### config.mk
export PLATFORM = sky130hd
export DESIGN_NAME = extended_gcd_mod_inverse_core_flat
export DESIGN_NICKNAME = d
export VERILOG_FILES = /design/src/hw/rtl/egcd_pkg.sv /design/src/hw/rtl/egcd_if.sv /design/src/hw/rtl/extended_gcd_mod_inverse_core.sv /design/src/hw/rtl/egcd_datapath.sv /design/src/hw/rtl/egcd_ctrl.sv /design/src/flat_wrapper.sv
export SDC_FILE = /design/constraint.sdc
export NUM_CORES = 1
export LEC_CHECK = 0
export BUFFER_PORTS_ARGS = -buffer_cell sky130_fd_sc_hd__buf_2
export CAP_MARGIN = 5
export CORE_MARGIN = 2
export CORE_UTILIZATION = 60
export DETAILED_ROUTE_END_ITERATION = 6
export PLACE_DENSITY = 0.76
export REMOVE_ABC_BUFFERS = 1
export SKIP_LAST_GASP = 1
export SYNTH_ARGS = -nofsm -noshare
export SYNTH_HDL_FRONTEND = slang
export SYNTH_SLANG_ARGS = --single-unit
### constraint.sdc
create_clock -name clk -period 7.7 [get_ports clk]
set_input_delay 0.77 -clock clk [delete_from_list [all_inputs] [get_ports clk]]
set_output_delay 0.77 -clock clk [all_outputs]
set_load 0.01 [all_outputs]
### src/hw/rtl/egcd_pkg.sv
// Shared types and constants for the extended Euclidean gcd / modular inverse core.
// Holds the controller state type and the controller-to-datapath command and status structs.
// No dependencies.
package egcd_pkg;

  // Default operand width in bits.
  localparam int OPERAND_WIDTH_DEF = 32;

  // Controller states.
  typedef enum logic [2:0] {
    ST_IDLE,
    ST_CHECK,
    ST_DIV,
    ST_UPDATE,
    ST_REDUCE,
    ST_DONE
  } egcd_state_t;

  // Commands from the controller to the datapath.
  typedef struct packed {
    logic load;       // Capture a new item and initialize the coefficients.
    logic div_start;  // Prime the divider with r0 / r1.
    logic div_step;   // One restoring division step.
    logic update;     // Rotate remainders and coefficients.
    logic reduce;     // Reduce |x| against the modulus.
    logic out_load;   // Move the finished result into the output register.
  } egcd_cmd_t;

  // Status from the datapath to the controller.
  typedef struct packed {
    logic r1_zero;    // Current divisor is zero, so the loop ends.
    logic div_last;   // The divider is on its last step.
  } egcd_status_t;

endpackage

### src/hw/rtl/egcd_if.sv
// Valid/ready channel interfaces for the gcd core input and result items.
// Depends on egcd_pkg for the default operand width.
interface egcd_in_if #(parameter int W = egcd_pkg::OPERAND_WIDTH_DEF);
  logic         valid;
  logic         ready;
  logic [W-1:0] value_a;
  logic [W-1:0] modulus;

  modport source (output valid, output value_a, output modulus, input ready);
  modport sink (input valid, input value_a, input modulus, output ready);
endinterface

interface egcd_out_if #(parameter int W = egcd_pkg::OPERAND_WIDTH_DEF);
  logic              valid;
  logic              ready;
  logic [W-1:0]      gcd_value;
  logic signed [W:0] coef_x;
  logic signed [W:0] coef_y;
  logic [W-1:0]      inverse;
  logic              inverse_valid;

  modport source (output valid, output gcd_value, output coef_x, output coef_y,
                  output inverse, output inverse_valid, input ready);
  modport sink (input valid, input gcd_value, input coef_x, input coef_y,
                input inverse, input inverse_valid, output ready);
endinterface

### src/hw/rtl/extended_gcd_mod_inverse_core.sv
// Top level of the extended Euclidean gcd and modular inverse core.
// Depends on egcd_pkg, egcd_if, egcd_ctrl and egcd_datapath.
//
//   channel   direction  fields
//   in_ch     sink       value_a, modulus
//   out_ch    source     gcd_value, coef_x, coef_y, inverse, inverse_valid
//
// Each Euclid division step runs through the shared divider, which yields one quotient
// bit per cycle. One item is in work at a time; the next is accepted while the previous
// result still waits in the output register. Reset is synchronous and leaves the core
// idle with no result pending. A stalled result holds the core before handoff.
module extended_gcd_mod_inverse_core #(
  parameter int OPERAND_WIDTH = egcd_pkg::OPERAND_WIDTH_DEF
) (
  input logic clk,
  input logic rst,
  egcd_in_if.sink    in_ch,
  egcd_out_if.source out_ch
);
  import egcd_pkg::*;

  egcd_cmd_t    cmd;
  egcd_status_t status;

  egcd_ctrl u_ctrl (
    .clk       (clk),
    .rst       (rst),
    .in_valid  (in_ch.valid),
    .in_ready  (in_ch.ready),
    .out_valid (out_ch.valid),
    .out_ready (out_ch.ready),
    .status    (status),
    .cmd       (cmd)
  );

  egcd_datapath #(
    .W (OPERAND_WIDTH)
  ) u_datapath (
    .clk           (clk),
    .in_value_a    (in_ch.value_a),
    .in_modulus    (in_ch.modulus),
    .cmd           (cmd),
    .status        (status),
    .gcd_value     (out_ch.gcd_value),
    .coef_x        (out_ch.coef_x),
    .coef_y        (out_ch.coef_y),
    .inverse       (out_ch.inverse),
    .inverse_valid (out_ch.inverse_valid)
  );

`ifndef SYNTHESIS
  // An accepted item is always captured by the datapath.
  a_accept_loads: assert property (@(posedge clk) disable iff (rst)
    (in_ch.valid && in_ch.ready) |-> cmd.load)
    else $error("accepted item not loaded");

  // A handoff into the output register always raises the result valid.
  a_handoff_valid: assert property (@(posedge clk) disable iff (rst)
    cmd.out_load |=> out_ch.valid)
    else $error("result handoff lost");

  // A valid inverse implies a gcd of one.
  a_inv_gcd_one: assert property (@(posedge clk) disable iff (rst)
    (out_ch.valid && out_ch.inverse_valid) |-> (out_ch.gcd_value == OPERAND_WIDTH'(1)))
    else $error("valid inverse with gcd other than one");

  // An invalid inverse reads as zero.
  a_inv_zero: assert property (@(posedge clk) disable iff (rst)
    (out_ch.valid && !out_ch.inverse_valid) |-> (out_ch.inverse == '0))
    else $error("invalid inverse is not zero");
`endif

endmodule

### src/hw/rtl/egcd_datapath.sv
// Datapath of the gcd core: remainders, Bezout coefficients, a bit-serial divider
// with quotient-times-coefficient accumulators, the inverse reduction and the output register.
// Depends on egcd_pkg.
module egcd_datapath #(
  parameter int W = egcd_pkg::OPERAND_WIDTH_DEF
) (
  input  logic                    clk,
  input  logic [W-1:0]            in_value_a,
  input  logic [W-1:0]            in_modulus,
  input  egcd_pkg::egcd_cmd_t     cmd,
  output egcd_pkg::egcd_status_t  status,
  output logic [W-1:0]            gcd_value,
  output logic [W:0]              coef_x,
  output logic [W:0]              coef_y,
  output logic [W-1:0]            inverse,
  output logic                    inverse_valid
);
  import egcd_pkg::*;

  localparam int CNT_W = $clog2(W);

  // Euclid state; coefficients are kept modulo 2^(W+1), where their true values fit.
  logic [W-1:0]     r0;
  logic [W-1:0]     r1;
  logic [W-1:0]     m;
  logic [W:0]       s0;
  logic [W:0]       s1;
  logic [W:0]       t0;
  logic [W:0]       t1;

  // Divider state.
  logic [W-1:0]     dq;
  logic [W-1:0]     drem;
  logic [W:0]       acc_s;
  logic [W:0]       acc_t;
  logic [CNT_W-1:0] cnt;

  // Reduction state.
  logic [W-1:0]     red;
  logic             inv_ok;

  logic [W:0]       shifted;
  logic [W+1:0]     trial;
  logic             qbit;
  logic [W-1:0]     drem_next;
  logic [W:0]       acc_s_next;
  logic [W:0]       acc_t_next;
  logic             neg;
  logic [W:0]       mag_full;
  logic [W-1:0]     mag;
  logic [W-1:0]     red_next;
  logic [W-1:0]     inv_result;

  // One restoring division step; the quotient bit also drives the product accumulators.
  always_comb begin
    shifted    = {drem, dq[W-1]};
    trial      = {1'b0, shifted} - {2'b00, r1};
    qbit       = ~trial[W+1];
    drem_next  = qbit ? trial[W-1:0] : shifted[W-1:0];
    acc_s_next = {acc_s[W-1:0], 1'b0} + (qbit ? s1 : '0);
    acc_t_next = {acc_t[W-1:0], 1'b0} + (qbit ? t1 : '0);
  end

  // Magnitude of x reduced once against the modulus; |x| never exceeds the modulus.
  always_comb begin
    neg        = s0[W];
    mag_full   = neg ? (~s0 + 1'b1) : s0;
    mag        = mag_full[W-1:0];
    red_next   = (mag >= m) ? (mag - m) : mag;
    if (!inv_ok) begin
      inv_result = '0;
    end else if (neg && (red != '0)) begin
      inv_result = m - red;
    end else begin
      inv_result = red;
    end
  end

  // Status toward the controller.
  assign status.r1_zero  = (r1 == '0);
  assign status.div_last = (cnt == '0);

  // Euclid registers.
  always_ff @(posedge clk) begin
    if (cmd.load) begin
      r0 <= in_value_a;
      r1 <= in_modulus;
      m  <= in_modulus;
      s0 <= (W+1)'(1);
      s1 <= '0;
      t0 <= '0;
      t1 <= (W+1)'(1);
    end else if (cmd.update) begin
      r0 <= r1;
      r1 <= drem;
      s0 <= s1;
      s1 <= s0 - acc_s;
      t0 <= t1;
      t1 <= t0 - acc_t;
    end
  end

  // Divider registers.
  always_ff @(posedge clk) begin
    if (cmd.div_start) begin
      dq    <= r0;
      drem  <= '0;
      acc_s <= '0;
      acc_t <= '0;
      cnt   <= CNT_W'(W - 1);
    end else if (cmd.div_step) begin
      dq    <= {dq[W-2:0], qbit};
      drem  <= drem_next;
      acc_s <= acc_s_next;
      acc_t <= acc_t_next;
      cnt   <= cnt - 1'b1;
    end
  end

  // Inverse reduction.
  always_ff @(posedge clk) begin
    if (cmd.reduce) begin
      red    <= red_next;
      inv_ok <= (r0 == W'(1)) && (m != '0);
    end
  end

  // Output register.
  always_ff @(posedge clk) begin
    if (cmd.out_load) begin
      gcd_value     <= r0;
      coef_x        <= s0;
      coef_y        <= t0;
      inverse       <= inv_result;
      inverse_valid <= inv_ok;
    end
  end

endmodule

### src/hw/rtl/egcd_ctrl.sv
// Controller state machine of the gcd core: sequences load, division, update,
// reduction and result handoff, and owns the channel handshakes.
// Depends on egcd_pkg.
module egcd_ctrl (
  input  logic                    clk,
  input  logic                    rst,
  input  logic                    in_valid,
  output logic                    in_ready,
  output logic                    out_valid,
  input  logic                    out_ready,
  input  egcd_pkg::egcd_status_t  status,
  output egcd_pkg::egcd_cmd_t     cmd
);
  import egcd_pkg::*;

  egcd_state_t state;
  egcd_state_t state_next;
  logic        out_valid_next;
  logic        slot_free;

  // The output register can take a result when empty or being drained.
  assign slot_free = !out_valid || out_ready;

  // Next state.
  always_comb begin
    state_next = state;
    unique case (state)
      ST_IDLE: begin
        if (in_valid) state_next = ST_CHECK;
      end
      ST_CHECK: begin
        state_next = status.r1_zero ? ST_REDUCE : ST_DIV;
      end
      ST_DIV: begin
        if (status.div_last) state_next = ST_UPDATE;
      end
      ST_UPDATE: begin
        state_next = ST_CHECK;
      end
      ST_REDUCE: begin
        state_next = ST_DONE;
      end
      ST_DONE: begin
        if (slot_free) state_next = ST_IDLE;
      end
      default: begin
        state_next = ST_IDLE;
      end
    endcase
  end

  // Commands and handshakes.
  always_comb begin
    in_ready      = (state == ST_IDLE);
    cmd           = '0;
    cmd.load      = (state == ST_IDLE) && in_valid;
    cmd.div_start = (state == ST_CHECK) && !status.r1_zero;
    cmd.div_step  = (state == ST_DIV);
    cmd.update    = (state == ST_UPDATE);
    cmd.reduce    = (state == ST_REDUCE);
    cmd.out_load  = (state == ST_DONE) && slot_free;
  end

  // Output valid flag.
  always_comb begin
    priority if (cmd.out_load) begin
      out_valid_next = 1'b1;
    end else if (out_ready) begin
      out_valid_next = 1'b0;
    end else begin
      out_valid_next = out_valid;
    end
  end

  always_ff @(posedge clk) begin
    if (rst) begin
      state     <= ST_IDLE;
      out_valid <= 1'b0;
    end else begin
      state     <= state_next;
      out_valid <= out_valid_next;
    end
  end

endmodule
### src/flat_wrapper.sv
// flat-port wrapper written by rule: the top's interface ports become plain ports
module extended_gcd_mod_inverse_core_flat import egcd_pkg::*;
#(
  parameter int OPERAND_WIDTH = egcd_pkg::OPERAND_WIDTH_DEF
)
  (clk, rst, in_ch_valid, in_ch_value_a, in_ch_modulus, in_ch_ready, out_ch_valid, out_ch_gcd_value, out_ch_coef_x, out_ch_coef_y, out_ch_inverse, out_ch_inverse_valid, out_ch_ready);
  egcd_in_if in_ch_i ();
  egcd_out_if out_ch_i ();
  input logic clk;
  input logic rst;
  input wire logic [$bits(in_ch_i.valid)-1:0] in_ch_valid;
  input wire logic [$bits(in_ch_i.value_a)-1:0] in_ch_value_a;
  input wire logic [$bits(in_ch_i.modulus)-1:0] in_ch_modulus;
  output wire logic [$bits(in_ch_i.ready)-1:0] in_ch_ready;
  output wire logic [$bits(out_ch_i.valid)-1:0] out_ch_valid;
  output wire logic [$bits(out_ch_i.gcd_value)-1:0] out_ch_gcd_value;
  output wire logic [$bits(out_ch_i.coef_x)-1:0] out_ch_coef_x;
  output wire logic [$bits(out_ch_i.coef_y)-1:0] out_ch_coef_y;
  output wire logic [$bits(out_ch_i.inverse)-1:0] out_ch_inverse;
  output wire logic [$bits(out_ch_i.inverse_valid)-1:0] out_ch_inverse_valid;
  input wire logic [$bits(out_ch_i.ready)-1:0] out_ch_ready;
  assign in_ch_i.valid = in_ch_valid;
  assign in_ch_i.value_a = in_ch_value_a;
  assign in_ch_i.modulus = in_ch_modulus;
  assign in_ch_ready = in_ch_i.ready;
  assign out_ch_valid = out_ch_i.valid;
  assign out_ch_gcd_value = out_ch_i.gcd_value;
  assign out_ch_coef_x = out_ch_i.coef_x;
  assign out_ch_coef_y = out_ch_i.coef_y;
  assign out_ch_inverse = out_ch_i.inverse;
  assign out_ch_inverse_valid = out_ch_i.inverse_valid;
  assign out_ch_i.ready = out_ch_ready;
  extended_gcd_mod_inverse_core #(.OPERAND_WIDTH(OPERAND_WIDTH)) u_core (.clk(clk), .rst(rst), .in_ch(in_ch_i), .out_ch(out_ch_i));
endmodule
==> metrics.yaml <==
outcome:
  outcome: "finished, violations left"
  failed_checks: "DRC"
yosys:
  post-synth-top-area-cell: "edfxtp_1"
  syn_area_mm2: 0.0318
  synth_adder_area_share_pct: 9.20
  yosysTopAreaCellShare_pct: 27.5
  synth_xor_xnor_area_share_pct: 5.50
  synth_mux_area_share_pct: 1.22
  ys_seq_area_share_pct: 42.6
  synth_simple_gate_area_share_pct: 18.6
  synth_edf_count: 292
  synth_compound_area_share_pct: 18.6
  ys.flop_type: "edfxtp_1"
  synth_area_leaders: "edfxtp_1 (28%), dfxtp_1 (15%), ha_1 (8.8%)"
  ys_ff_latch: 531
  yosysUniqueCellTypes: 90
  synth_top_family_by_area: "compound AO/OA/AOI/OAI gates"
  synth_cells: 3594
  yosys_warnings: 0
  synthArstFlopShare_pct: 0
  avgSynthCellArea_um2: 8.86
clock_network:
  cts_tree: "done"
  root_buffer: "clkbuf_16"
  clock_path_buffers: 3
  cts_sinks: 531
  clock_latency_ns: 0.63
  ctsHtreeMaxLevel: 2
  post_cts_buffers: 0
  cts_hold_buf: 0
  cts_resized: 0
  numCtsBuffers: 56
  clkSlewWorstSetupHoldPaths_ns: 0.06
setup_path:
  critPathLaunchType: "register"
  end_kind: "register"
  crit_slowest_cell: "nor2_8"
  crit_fanout: 42
  r2r_slack_ns: 1.33
  worstSetupPathType: "reg -> reg"
  crit_chain: "inv_1 -> ha_1 -> and2_4 -> or4_1 -> o22a_2 -> o311a_4 -> o311a_4 -> nor2_8 -> nor2b_1 -> ha_1 -> fa_1 -> a211o_1 -> a2111o_1 -> a21oi_2 -> o21ai_0 -> a211oi_2 -> o21ai_1 -> o21ai_0 -> mux2i_1 -> a211oi_1"
  crit_buf_inv: 1
  crit_family: "compound AO/OA/AOI/OAI gates"
  slowest_delay_ns: 0.53
  crit_arrival_ns: 6.83
  critPathRequiredTime_ns: 8.16
cells_and_area:
  area_delta_synth_final_pct: 10.6
  register_area_mm2: 0.0136
  n_fill_cell: 4427
  final_cells: 4466
  multi_input_area_mm2: 0.0170
  drive_above_1_share_pct: 9.98
  final_common_cell: "nand2_1"
  layout_common_cells: "nand2_1 (590), o21ai_0 (310), edfxtp_1 (292)"
  diodes: 0
  num-nets-final: 4028
job:
  max_cap_violations: 0
floorplan:
  rows: 84
  dieArea_mm2: 0.0549
  ios: 201
  start_util_pct: 60.6
  die_w_um: 234
  die_y_um: 234
  coreArea_mm2: 0.0526
pwr:
  pwr-share-comb_pct: 24.3
  clockPowerShare_pct: 33.4
  p_seq_share_pct: 42.3
  leakage_nw: 14.8
  switchingPower_w: 0.00253
  power_switching_share_pct: 31.3
  power.density_mw_per_mm2: 230
  ir_drop_mv: 0.191
  intPower_w: 0.00556
  total_power_w: 0.00808
global_routing:
  antenna_found_initial: 0
  grt_pass1_wl_um: 130000
  grt_pass1_vias: 24817
  grtUsageTotal_pct: 29.8
  grt_overflow: 0
  grt_max_degree: 103
route:
  dr.pass1.iters: 7
  ant_nets: 0
  drc: 1
  vias: 26643
  first_iter_violations: 2061
  routed_via_density: 5.97
  wire_per_inst_um: 18.5
  routed_wl_um: 82800
sta:
  final-hold-violation-count: 0
  whs_ns: 0.344
  rsz0062_at_grt: "no"
  fmax_ghz: 0.157
  maxSlewViolCount: 0
  clock_skew_ns: 0.0175
  max_slew.worst_pin.slew_ns: 1.08
  min_period_over_period_pct: 82.7
  fin_tns_setup_ns: 0
  finalSetupViolations: 0
  finalWorstSetupSlack_ns: 1.33
  slew_headroom_pct: 28.0
  min_period_ns: 6.37
place:
  finalWeightedCongestion: 0.942
  io_buffers: 200
  hpwl_um: 59000
  dpl_worst_slack_ns: 1.33
  dp.cells: 4360
min_path:
  holdCritPathClass: "in -> reg"
-- per-stage QoR --
stage	util, %	cell area (µm²)
after floorplan	-	31300
after global placement	63.5	33300
after detailed placement	63.5	33300
after CTS	67.0	35200
after global routing	67.0	35200
final	67.0	35200
-- cell type report --
cell class	count	share of cell area, %
Timing Repair Buffer	220	3.27
Clock buffer	75	4.48
Sequential cell	531	38.5
Multi-Input combinational cell	2701	48.2
Tap cell	688	2.45
Inverter	220	2.35
Clock inverter	31	0.800
-- per-layer routing --
| metal | GRT usage (%) | up-vias | wire length, µm |
|---|---|---|---|
| met2 | 51.4 | 872 | 39500 |
| met3 | 3.31 | 134 | 4820 |
| met1 | 39.1 | 12525 | 35900 |
| met5 | 0 | - | 0 |
| met4 | 9.51 | 0 | 2540 |
| li1 | - | 13112 | - |
-- final timing paths --
check | end | from | cells past startpoint
hold / removal | u_core.u_datapath.m[19] | in_ch_modulus[19] | 1
hold reg to reg | u_core.u_datapath.coef_y[20] | u_core.u_datapath.t0[20] | 0
setup / recovery | u_core.u_datapath.acc_t[31] | u_core.u_datapath.r1[5] | 20
setup reg to reg | u_core.u_datapath.acc_t[31] | u_core.u_datapath.r1[5] | 20
-- synthesized netlist by cell type, drive strengths merged, types with 7 or more instances --
cell,number
nand2,594
o21ai,317
edfxtp,292
a21oi,262
dfxtp,239
ha,223
inv,220
nor2,193
nand3,123
clkbuf,121
xnor2,117
nor2b,94
a21o,85
xor2,83
a31oi,44
nor3,43
nor4,41
a211oi,39
nand2b,38
and3,31
o21a,27
nand4,26
o31ai,26
and2,24
mux2i,23
buf,21
o211ai,21
o21bai,21
or3,19
mux2,14
a31o,10
o31a,10
a211o,9
a21boi,8
a41oi,8
nor3b,8
o41ai,8
or2,8
a2111oi,7
fa,7
-- registers in the layout, indices dropped and copies added (netlist names), 5 cells and up --
signal                       flops
u_core.u_datapath.acc_s         33
u_core.u_datapath.drem          32
u_core.u_datapath.gcd_value     32
u_core.u_datapath.t1            33
u_core.u_datapath.t0            33
u_core.u_datapath.coef_x        33
u_core.u_datapath.s1            33
u_core.u_datapath.s0            33
u_core.u_datapath.inverse       32
u_core.u_datapath.coef_y        33
u_core.u_datapath.r0            32
u_core.u_datapath.m             32
u_core.u_datapath.red           32
u_core.u_datapath.r1            32
u_core.u_datapath.acc_t         33
u_core.u_datapath.dq            32
u_core.u_datapath.cnt            5
-- kinds of logic (layout without fill, tap and decap cells) --
kind of cell             count (synthesis)  in the layout
AO/OA/AOI/OAI                          962            962
XOR/XNOR                               200            200
adder cells (fa/ha/maj)                230            230
buffers and inverters                  362            546
flip-flops                             531            531
multiplexers                            37             37
AND/OR/NAND/NOR                       1272           1272
-- power groups by stage --
stage	registers (W)	logic, W	clock network, W
final	0.00342	0.00197	0.00270
after CTS	0.00342	0.00194	0.00275
after global placement	0.00347	0.00189	0
after detailed placement	0.00347	0.00192	0
after floorplan	0.00340	0.00149	0
after global routing	0.00344	0.00217	0.00284
(Power assumes the default switching activity.)
